`config.mk`:
```
export PLATFORM = sky130hd
export DESIGN_NAME = rcc_tap_cell
export DESIGN_NICKNAME = d
export VERILOG_FILES = /design/src/rtl/rcc_pkg.sv /design/src/rtl/rcc_tap_cell.sv
export SDC_FILE = /design/constraint.sdc
export NUM_CORES = 1
export LEC_CHECK = 0
export BUFFER_PORTS_ARGS = -buffer_cell sky130_fd_sc_hd__buf_2
export CORE_ASPECT_RATIO = 2
export CORE_MARGIN = 3
export CORE_UTILIZATION = 36
export DETAILED_ROUTE_END_ITERATION = 7
export GPL_TIMING_DRIVEN = 1
export SLEW_MARGIN = 20
export SYNTH_ARGS = -nofsm -noshare
export SYNTH_HDL_FRONTEND = slang
export SYNTH_SLANG_ARGS = --single-unit
export TNS_END_PERCENT = 10
```
`constraint.sdc`:
```
create_clock -name clk_i -period 1.5 [get_ports clk_i]
set_clock_uncertainty 0.1 [all_clocks]
set_input_delay 0.075 -clock clk_i [delete_from_list [all_inputs] [get_ports clk_i]]
set_output_delay 0.075 -clock clk_i [all_outputs]
set_load 0.05 [all_outputs]
```
`src/rtl/rcc_pkg.sv`:
```
// Shared types and constants for the RGB 3x3 convolution core.
package rcc_pkg;

  localparam int unsigned MaxWidthDef = 1024;
  localparam int unsigned MaxHeight   = 4096;
  localparam int unsigned FracBits    = 12;
  localparam int unsigned AccW        = 28;
  localparam int unsigned NumTaps     = 9;
  localparam int unsigned PixW        = 24;
  localparam int unsigned TapW        = 16;
  localparam int unsigned RowW        = 13;

  localparam logic [AccW-1:0] RoundHalf   = AccW'(2048);
  localparam logic [47:0]     KTopRst     = 48'd0;
  localparam logic [47:0]     KMidRst     = 48'd268435456;
  localparam logic [47:0]     KBotRst     = 48'd0;
  localparam logic [10:0]     FWidthRst   = 11'd1024;
  localparam logic [12:0]     FHeightRst  = 13'd768;

  typedef enum logic [2:0] {
    CFG_KTOP    = 3'd0,
    CFG_KMID    = 3'd1,
    CFG_KBOT    = 3'd2,
    CFG_FWIDTH  = 3'd3,
    CFG_FHEIGHT = 3'd4
  } cfg_idx_e;

  typedef enum logic {
    OP_PIXEL = 1'b0,
    OP_DRAIN = 1'b1
  } op_e;

  typedef struct packed {
    logic vld;
    logic last;
  } ctl_t;

  typedef logic [NumTaps-1:0][PixW-1:0] pix9_t;
  typedef logic [2:0][AccW-1:0]         acc3_t;

endpackage

```
`src/rtl/rcc_tap_cell.sv`:
```
// One tap cell of the multiply-accumulate chain: adds tap times pixel per channel.
module rcc_tap_cell
  import rcc_pkg::*;
#(
  parameter int unsigned Idx = 0
) (
  input  logic                   clk_i,
  input  logic                   rst_ni,
  input  logic                   en_i,
  input  logic signed [TapW-1:0] tap_i,
  input  ctl_t                   ctl_i,
  input  pix9_t                  pix_i,
  input  acc3_t                  acc_i,
  output ctl_t                   ctl_o,
  output pix9_t                  pix_o,
  output acc3_t                  acc_o
);

  ctl_t  ctl_q;
  pix9_t pix_q;
  acc3_t acc_q, acc_d;

  always_comb begin
    logic signed [TapW+8:0] prod;
    logic [7:0]             px;
    for (int ch = 0; ch < 3; ch++) begin
      px   = pix_i[Idx][16-8*ch +: 8];
      prod = tap_i * $signed({1'b0, px});
      acc_d[ch] = AccW'($signed(acc_i[ch]) + prod);
    end
  end

  always_ff @(posedge clk_i or negedge rst_ni) begin
    if (!rst_ni) begin
      ctl_q <= '0;
    end else if (en_i) begin
      ctl_q <= ctl_i;
    end
  end

  always_ff @(posedge clk_i) begin
    if (en_i) begin
      pix_q <= pix_i;
      acc_q <= acc_d;
    end
  end

  assign ctl_o = ctl_q;
  assign pix_o = pix_q;
  assign acc_o = acc_q;

endmodule

```
==> impl_metrics.py, run 1 <==
metrics = {
    "run_status": {
        "status": "finished with violations",
        "violations": "negative hold slack, negative setup slack",
    },
    "final_layout": {
        "multiInputGateArea_sq_um": 16700,
        "final_layout_size_suffix_gt1_share_pct": 37.4,
        "regArea_sq_um": 9060,
        "num-fill-cells": 6390,
        "area_growth_pct": 48.9,
        "nets": 4493,
    },
    "synth": {
        "synth.most_common_cell": "inv_1",
        "syn_area_per_cell_sq_um": 11.1,
        "synth_seq_cells": 302,
        "synth_cells": 2399,
        "synth_commonest_cells": "inv_1, fa_1, edfxtp_1",
        "ys_top_cells_by_area": "edfxtp_1, fa_1, ha_1",
        "yosys_warnings": 0,
        "netlist_area_sq_um": 26600,
        "synth_edf_count": 300,
        "yosysSeqAreaShare_pct": 34.0,
        "syn-num-nets": 3287,
        "synth_top_area_cell": "edfxtp_1",
        "ys_types": 65,
        "yosys_most_used_dff": "edfxtp_1",
        "yosys.area.top_type_share_pct": 33.8,
        "synthArstFlopShare_pct": 0.662,
    },
    "grt": {
        "grtUsageTotal_pct": 24.9,
        "first_global_vias": 24221,
        "grt_pass1_wl_um": 143000,
        "antenna_found_initial": 36,
        "grt_max_degree": 39,
        "overflow": 0,
    },
    "floorplanning": {
        "core_sq_um": 73000,
        "die_w_um": 198,
        "initial_core_util_pct": 36.5,
        "dieArea_sq_um": 77500,
        "row_count": 140,
        "io_pins": 623,
        "die_h_um": 391,
    },
    "clock_network": {
        "clock_latency_ns": 0.64,
        "h-tree-depth": 1,
        "cts_tree": "done",
        "path_clk_slew_ns": 0.07,
        "cts_root_buf": "clkbuf_16",
        "cts_buffers": 29,
        "cts_sinks": 302,
        "cts_hold_buf": 230,
        "clockBufferDepth": 3,
    },
    "timing": {
        "rsz0062_at_grt": "yes",
        "period_share_pct": 298,
        "fin_hold_ws_ns": -0.362,
        "slew_viol_final": 0,
        "fin_ws_ns": -2.97,
        "final-setup-viol-count": 81,
        "min_period_ns": 4.47,
        "tightestPinTransition_ns": 0.802,
        "fmax_mhz": 224,
        "final_hold_viol_count": 8,
        "relSlewSlack_pct": 46.4,
    },
    "detailed_routing": {
        "via_per_inst": 4.77,
        "via_count": 21800,
        "drt_wl_total_um": 98000,
        "wl_per_cell_um": 21.4,
        "ant_nets": 0,
        "drtIter0Drc": 809,
        "firstDrtPassIters": 5,
        "detail_route.drc_violations": 0,
    },
    "power": {
        "p_clk_share_pct": 7.3,
        "p_leak_uw": 0.0192,
        "p_seq_share_pct": 13.0,
        "power.internal_uw": 59300,
        "swShare_pct": 45.8,
        "power_density_nw_per_um2": 2750,
        "p_total_uw": 109000,
        "power.switching_uw": 50000,
        "p_comb_share_pct": 79.8,
        "max-vdd-ir-drop_uv": 4080,
    },
    "critical_path": {
        "critPathMostFrequentCell": "fa_1",
        "crit_chain": "buf_12 -> buf_12 -> and2_4 -> fa_1 -> fa_1 -> fa_1 -> fa_1 -> inv_1 -> fa_1 -> inv_2 -> ha_4 -> and3_4 -> buf_4 -> nand4_1 -> inv_2 -> a211oi_4 -> a21oi_2 -> o41ai_2 -> xnor2_1",
        "crit_family": "adder cells",
        "cp_max_fo": 7,
        "critical_path_class": "in -> reg",
        "crit_buf_inv": 6,
        "cpPeakStageDelay_ns": 0.54,
        "start_kind": "primary input",
        "cp-end-kind": "register",
        "critPathSlowestCell": "fa_1",
        "arrival_ns": 4.74,
        "required_ns": 1.77,
    },
    "flow_run": {
        "maxCapViolCount": 0,
    },
    "placed_design": {
        "finalWeightedCongestion": 0.866,
        "portBuffers": 622,
        "hpwlAfterDp_um": 77900,
    },
    "min_path": {
        "hold_path.class": "in -> reg",
    },
}
[routing by layer]
metal  wire (um)  global-route usage [%]
met1       31600                    24.7
met2       54900                    49.0
met5         122                       0
met3        6230                    4.88
met4        5160                    10.8
[repair_timing]
| item | in CTS | in global routing |
|---|---|---|
| resized for setup | 275 | 140 |
| cloned | 3 | 3 |
| endpoints found under the setup margin | 105 | 93 |
| buffers inserted | 10 | 11 |
| hold endpoints to repair | 325 | 8 |
| pin swaps | 104 | 92 |
[cell families after synthesis]
| logic type | after synthesis | synth area share (%) |
|---|---|---|
| buf+inv | 661 | 9.33 |
| fa+ha+maj | 567 | 37.5 |
| xor+xnor | 73 | 2.40 |
| mux | 3 | 0.122 |
| flops | 302 | 34.0 |
| compound gates | 258 | 6.45 |
| simple gates | 535 | 10.2 |
[area by class of cell]
class / instances / area share (%)
antenna: 20 / 0.126
clock buffer: 31 / 1.85
clock inverter: 23 / 0.637
inverter: 583 / 5.52
multi-input combinational: 1436 / 42.2
sequential: 302 / 22.8
tap: 923 / 2.91
timing repair buffer: 1253 / 23.9
[power groups by stage]
stage	sequential [uW]	clock, uW	combinational (uW)
finish	14200	7930	87200
global route	14300	8420	95400
CTS	14200	8100	83500
detailed placement	14300	0	76500
global placement	14300	0	76100
floorplan	19900	0	42700
[worst reg2reg max path, cell delays in order, from the launching register on]
cell           delay, ns
dfrtp_1             0.38
mux2_2              0.26
dlygate4sd3_1       0.57
[worst paths after layout]
kind / start / depth (start not counted) / end / slack [ns]
worst max-delay path: tap_i[6] / 19 / acc_o[82] / -2.97
worst min-delay path: acc_i[28] / 2 / acc_o[28] / -0.36
worst max register to register: ctl_o[1] / 2 / ctl_o[1] / 0.08
worst min register to register: ctl_o[0] / 2 / ctl_o[0] / 0.97
max in group asynchronous: rst_ni / 3 / ctl_o[0] / 0.92
min in group asynchronous: rst_ni / 3 / ctl_o[1] / 0.23
[sequential cells by signal, indices dropped and copies added (netlist names)]
register and cells:
acc_o 84, ctl_o 2, pix_o 216
[placed cells by master, fill, tap and decap left out, types with 6 or more instances in the layout]
cell type / Yosys / layout
a21o_1: 44 / 44
a21oi_1: 81 / 38
a21oi_2: 3 / 39
a21oi_4: 1 / 8
and2_1: 216 / 198
and2_4: 0 / 18
buf_12: 0 / 39
buf_2: 3 / 560
buf_4: 0 / 344
buf_6: 0 / 58
buf_8: 0 / 14
clkbuf_16: 0 / 32
clkinvlp_4: 0 / 6
diode_2: 0 / 20
dlygate4sd3_1: 0 / 227
edfxtp_1: 300 / 300
fa_1: 384 / 363
fa_2: 0 / 21
ha_1: 183 / 115
ha_4: 0 / 65
inv_1: 583 / 555
inv_2: 0 / 28
nand2_1: 209 / 183
nand2_2: 0 / 15
nand2_4: 0 / 11
nand2b_1: 9 / 8
nand3_1: 20 / 18
nand4_1: 15 / 15
nor2_1: 36 / 28
nor2_2: 0 / 7
nor3_1: 9 / 6
o211ai_1: 8 / 8
o21a_1: 10 / 9
o21ai_0: 45 / 21
o21ai_1: 2 / 11
o21ai_2: 0 / 13
o21bai_1: 9 / 7
xnor2_1: 46 / 43
xor2_1: 27 / 25
[through the flow]
step	setup TNS [ns]	setup WS [ns]	utilization [%]	instance area (sq um)	std cells
2_1_floorplan	-205.98	-3.26	-	27500	2399
3_5_place_dp	-258.01	-3.98	46.9	34200	4241
4_1_cts	-185.68	-2.99	53.3	38900	4537
3_3_place_gp	-255.52	-3.92	46.9	34200	4241
5_1_grt	-194.68	-3.09	54.3	39600	4559
6_report	-185.08	-2.97	54.3	39700	4571
No activity file was read; power rests on OpenSTA's default activity.
==> run 2, diff against run 1 <==
--- a/config.mk
+++ b/config.mk
@@ -11,6 +11,7 @@
 export CORE_UTILIZATION = 36
 export DETAILED_ROUTE_END_ITERATION = 7
 export GPL_TIMING_DRIVEN = 1
+export REMOVE_ABC_BUFFERS = 1
 export SLEW_MARGIN = 20
 export SYNTH_ARGS = -nofsm -noshare
 export SYNTH_HDL_FRONTEND = slang
==> constraint.sdc (replaced) <==
create_clock -name clk_i -period 1.5 [get_ports clk_i]
set_clock_uncertainty 0.1 [all_clocks]
set_input_delay 0.075 -clock clk_i [delete_from_list [all_inputs] [get_ports clk_i]]
set_output_delay 0.075 -clock clk_i [all_outputs]
set_load 0.02 [all_outputs]
==> run 2 against run 1 <==
The flow still finishes with violations (negative hold slack, negative setup slack). Non-clock buffer count rose by 78. Core utilization grew 0.89 points. Sequential cell count stayed put. Clock-buffer cell count up 4. Wire length is 2.3% lower. Register-to-register slack better by 0.02 ns. Critical path depth decreased by 1. Fmax shrank 0.21%. Critical endpoint is now acc_o[81]. Highest routed layer unchanged.
==> impl_metrics.py, run 2 (synthesis gave the netlist of run 1 again) <==
metrics = {
    "critical_path": {
        "start_kind": "primary input",
        "crit_chain": "buf_8 -> buf_8 -> and2_1 -> fa_1 -> fa_1 -> fa_1 -> fa_1 -> inv_2 -> fa_1 -> inv_2 -> ha_4 -> and3_4 -> o211a_1 -> a21oi_4 -> o221a_4 -> nor4_4 -> mux2i_1 -> a2111oi_2",
        "crit_family": "adder cells",
        "arrival_ns": 4.73,
        "critical_path_class": "in -> reg",
        "critPathSlowestCell": "fa_1",
        "cpPeakStageDelay_ns": 0.57,
        "crit_buf_inv": 4,
        "required_ns": 1.75,
        "cp-end-kind": "register",
        "cp_max_fo": 8,
        "critPathMostFrequentCell": "fa_1",
    },
    "floorplanning": {
        "io_pins": 623,
        "row_count": 140,
        "initial_core_util_pct": 36.5,
        "die_h_um": 391,
        "dieArea_sq_um": 77500,
        "die_w_um": 198,
        "core_sq_um": 73000,
    },
    "power": {
        "p_leak_uw": 0.0195,
        "max-vdd-ir-drop_uv": 4050,
        "p_total_uw": 110000,
        "power_density_nw_per_um2": 2720,
    },
    "timing": {
        "slew_viol_final": 0,
        "tightestPinTransition_ns": 0.645,
        "final-setup-viol-count": 214,
        "fin_hold_ws_ns": -0.204,
        "fmax_mhz": 223,
        "min_period_ns": 4.48,
        "period_share_pct": 299,
        "final_hold_viol_count": 6,
        "fin_ws_ns": -2.98,
        "rsz0062_at_grt": "yes",
        "relSlewSlack_pct": 56.9,
    },
    "final_layout": {
        "final_common_cell": "buf_2",
        "utilization_pct": 55.2,
        "final_layout_size_suffix_gt1_share_pct": 40.3,
        "area_growth_pct": 51.4,
        "largest_reg_flops": 216,
        "design_area_sq_um": 40300,
        "nets": 4571,
        "final_cell_mix": "buf_2, inv_1, buf_4, fa_1, edfxtp_1",
    },
    "placed_design": {
        "finalWeightedCongestion": 0.887,
        "dpl-instance-area_sq_um": 34000,
        "pre_cts_ws_ns": -3.99,
        "hpwlAfterDp_um": 75200,
        "portBuffers": 622,
    },
    "grt": {
        "overflow": 0,
        "grtUsageTotal_pct": 24.1,
        "grt_pass1_wl_um": 141000,
        "first_global_vias": 24254,
        "antenna_found_initial": 19,
        "grt_max_degree": 56,
    },
    "clock_network": {
        "cts_buffers": 29,
        "path_clk_slew_ns": 0.06,
        "h-tree-depth": 1,
        "cts_tree": "done",
        "clockBufferDepth": 3,
        "cts_root_buf": "clkbuf_16",
        "cts_sinks": 302,
        "clock_latency_ns": 0.59,
    },
    "detailed_routing": {
        "wl_per_cell_um": 20.6,
        "detail_route.drc_violations": 0,
        "firstDrtPassIters": 6,
        "ant_nets": 0,
        "drtIter0Drc": 661,
        "via_per_inst": 4.72,
        "drt_wl_total_um": 95700,
        "via_count": 21888,
    },
    "flow_run": {
        "maxCapViolCount": 0,
    },
    "min_path": {
        "hold_path.class": "in -> reg",
    },
    "run_status": {
        "status": "finished with violations",
        "violations": "negative hold slack, negative setup slack",
    },
}
-- run 2: changes by cell type in the layout (fill, tap and decap cells not counted), moves of 12 or more --
cell,previous run,this run
inv_2,28,40
buf_4,344,401
inv_1,555,543
buf_12,39,27
buf_2,560,573
fa_2,21,34
buf_6,58,76
fa_1,363,350
-- run 2: timing repair --
| action | CTS | global route |
|---|---|---|
| endpoints found under the setup margin | 103 | 186 |
| resized for setup | 396 | 196 |
| cloned | 4 | 2 |
| hold endpoints to repair | 441 | 41 |
| setup buffers | 32 | 29 |
| hold buffers | 227 | 1 |
| pin swaps | 156 | 145 |
-- run 2: power by group --
group	internal [uW]	switching (uW)	total (uW)
Clock	3670	3600	7270
Combinational	44400	43800	88200
Sequential	13600	627	14200
Total	61700	48000	110000
-- run 2: worst paths after layout --
check | start | endpoint | slack, ns | depth (start not counted)
setup / recovery | tap_i[7] | acc_o[81] | -2.98 | 18
min in group asynchronous | rst_ni | ctl_o[1] | 0.32 | 3
max in group asynchronous | rst_ni | ctl_o[0] | 0.84 | 3
hold reg to reg | ctl_o[0] | ctl_o[0] | 0.54 | 1
hold / removal | acc_i[57] | acc_o[57] | -0.20 | 3
setup reg to reg | ctl_o[1] | ctl_o[1] | 0.10 | 2
-- run 2: routing by layer --
metal / up-vias / GRT usage [%] / wire (um)
li1: 10085 / - / -
met1: 10799 / 25.2 / 32800
met2: 759 / 45.5 / 50600
met3: 229 / 5.05 / 6500
met4: 16 / 11.1 / 5690
met5: - / 0 / 103
-- run 2: cell type report --
cell class | count | area (sq um)
clock buffer | 35 | 758
fill | 6327 | 32700
inverter | 583 | 2190
timing repair buffer | 1331 | 10000
multi-input combinational | 1436 | 17000
antenna | 10 | 25.0
sequential | 302 | 9060
clock inverter | 19 | 138
tap | 923 | 1150
-- run 2: stage by stage --
step	TNS (ns)	std cells
5_1_grt	-204.72	4635
6_report	-193.35	4639
2_1_floorplan	-202.83	2321
3_5_place_dp	-261.80	4282
4_1_cts	-186.96	4598
3_3_place_gp	-260.94	4282
-- run 2: worst min-delay path: cells and delay by family --
family / cells / cell delay (ns)
fa+ha+maj: 2 / 0.24
buf+inv: 1 / 0.08
==> run 3, diff against run 2 <==
--- a/config.mk
+++ b/config.mk
@@ -5,11 +5,11 @@
 export SDC_FILE = /design/constraint.sdc
 export NUM_CORES = 1
 export LEC_CHECK = 0
-export BUFFER_PORTS_ARGS = -buffer_cell sky130_fd_sc_hd__buf_2
 export CORE_ASPECT_RATIO = 2
 export CORE_MARGIN = 3
 export CORE_UTILIZATION = 36
 export DETAILED_ROUTE_END_ITERATION = 7
+export DONT_BUFFER_PORTS = 1
 export GPL_TIMING_DRIVEN = 1
 export REMOVE_ABC_BUFFERS = 1
 export SLEW_MARGIN = 20
==> run 3 against run 2 <==
The run still ends with negative hold slack, negative setup slack left. Critical path depth increased by 1. Worst setup slack gained 0.26 ns. Design area fell by 10%. Fmax up 6.3%. Core utilization fell by 5.7 points. Wire length down 4.4%. Non-clock buffer count is 641 lower. Cell count fell by 14%.
==> impl_metrics.py, run 3 (synthesis gave the netlist of run 1 again) <==
metrics = {
    "grt": {
        "grt_pass1_wl_um": 133000,
        "antenna_found_initial": 21,
        "grt_max_degree": 303,
        "grtUsageTotal_pct": 23.1,
        "first_global_vias": 21785,
        "overflow": 0,
    },
    "power": {
        "p_total_uw": 103000,
        "p_leak_uw": 0.0165,
        "power_density_nw_per_um2": 2840,
        "max-vdd-ir-drop_uv": 3790,
    },
    "timing": {
        "final-setup-viol-count": 75,
        "min_period_ns": 4.21,
        "slew_viol_final": 0,
        "final_hold_viol_count": 308,
        "tightestPinTransition_ns": 0.744,
        "fmax_mhz": 237,
        "period_share_pct": 281,
        "fin_hold_ws_ns": -0.519,
        "rsz0062_at_grt": "yes",
        "fin_ws_ns": -2.71,
        "relSlewSlack_pct": 50.4,
    },
    "placed_design": {
        "hpwlAfterDp_um": 68200,
        "portBuffers": 0,
        "finalWeightedCongestion": 0.884,
    },
    "critical_path": {
        "critPathSlowestCell": "fa_1",
        "critical_path_class": "in -> reg",
        "cp_max_fo": 24,
        "cpPeakStageDelay_ns": 0.54,
        "r2r_cells": 2,
        "start_kind": "primary input",
        "crit_chain": "nand2_8 -> fa_1 -> inv_2 -> fa_1 -> inv_2 -> fa_1 -> inv_1 -> fa_1 -> inv_1 -> fa_1 -> inv_2 -> ha_4 -> a21o_1 -> a211o_1 -> o211ai_1 -> a31oi_4 -> o31a_1 -> a311oi_2 -> xnor2_1",
        "cp-end-kind": "register",
        "arrival_ns": 4.48,
        "worst-path-stages": 19,
        "crit_buf_inv": 5,
        "critPathMostFrequentCell": "fa_1",
        "crit_family": "adder cells",
        "r2r_setup_slack_ns": 0.08,
        "required_ns": 1.76,
    },
    "floorplanning": {
        "row_count": 140,
        "die_h_um": 391,
        "dieArea_sq_um": 77500,
        "die_w_um": 198,
        "initial_core_util_pct": 36.5,
        "io_pins": 623,
        "core_sq_um": 73000,
    },
    "clock_network": {
        "path_clk_slew_ns": 0.07,
        "clockBufferDepth": 3,
        "cts_sinks": 302,
        "cts_root_buf": "clkbuf_16",
        "h-tree-depth": 1,
        "clock_latency_ns": 0.61,
        "cts_buffers": 30,
        "cts_tree": "done",
    },
    "detailed_routing": {
        "via_count": 19600,
        "firstDrtPassIters": 5,
        "via_per_inst": 4.90,
        "drt_wl_total_um": 91500,
        "drtIter0Drc": 612,
        "ant_nets": 0,
        "wl_per_cell_um": 22.9,
        "detail_route.drc_violations": 0,
    },
    "final_layout": {
        "final_common_cell": "inv_1",
        "final_cell_mix": "inv_1, dlygate4sd3_1, fa_1, edfxtp_1, buf_4",
        "final_layout_size_suffix_gt1_share_pct": 18.9,
        "area_growth_pct": 35.6,
        "nets": 3931,
        "utilization_pct": 49.5,
        "largest_reg_flops": 216,
    },
    "run_status": {
        "violations": "negative hold slack, negative setup slack",
        "status": "finished with violations",
    },
    "min_path": {
        "hold_depth": 0,
        "hold_path.class": "in -> reg",
    },
    "flow_run": {
        "maxCapViolCount": 0,
    },
}
-- run 3: worst register-to-register path, cell delays in order, from the launching register on --
cell	delay (ns)
dfrtp_1	0.38
mux2_2	0.26
dlygate4sd3_1	0.57
-- run 3: worst paths after layout --
path                       startpoint         to
hold reg to reg              ctl_o[1]   ctl_o[1]
min in group asynchronous      rst_ni   ctl_o[0]
max in group asynchronous      rst_ni   ctl_o[1]
hold / removal                   en_i  acc_o[15]
setup / recovery             tap_i[5]  acc_o[54]
setup reg to reg             ctl_o[0]   ctl_o[0]
-- run 3: report_power, final --
| group | total (uW) | internal [uW] | switching, uW |
|---|---|---|---|
| registers | 16800 | 13800 | 3080 |
| clock network | 8220 | 4200 | 4020 |
| logic | 77500 | 39300 | 38200 |
| total | 103000 | 57200 | 45300 |
-- run 3: what timing repair did --
action / in CTS / in global routing
endpoints found under the setup margin: 80 / 79
hold buffers: 394 / 6
gates resized for setup: 182 / 108
hold endpoints to repair: 541 / 320
pin swaps: 144 / 52
setup buffers: 15 / 3
-- run 3: cell type report --
cell class              count  area (sq um)
clock inverters            25           293
clock buffers              30           751
diodes                      9          22.5
inverters                 583          2190
well taps                 923          1150
fillers                  6298         36900
multi-input cells        1436         16400
repair buffers            690          6240
flip-flops and latches    302          9060
-- run 3: per-stage QoR --
| stage | setup TNS (ns) | instance area, sq um | instances | worst slack (ns) |
|---|---|---|---|---|
| 2_1_floorplan | -202.83 | 26300 | 2321 | -3.43 |
| 3_3_place_gp | -229.60 | 29500 | 3516 | -3.77 |
| 3_5_place_dp | -230.60 | 29500 | 3516 | -3.73 |
| 4_1_cts | -163.10 | 35500 | 3980 | -2.67 |
| 5_1_grt | -171.87 | 36100 | 3994 | -2.83 |
| 6_report | -162.79 | 36100 | 3998 | -2.71 |
-- run 3: metal layers --
| layer | part of all wire [%] | track usage (%) | vias up |
|---|---|---|---|
| met4 | 4.8 | 10.0 | 10 |
| met2 | 53 | 42.9 | 719 |
| li1 | - | - | 8782 |
| met1 | 34 | 24.0 | 9919 |
| met3 | 8.3 | 6.34 | 170 |
| met5 | 0.070 | 0 | - |
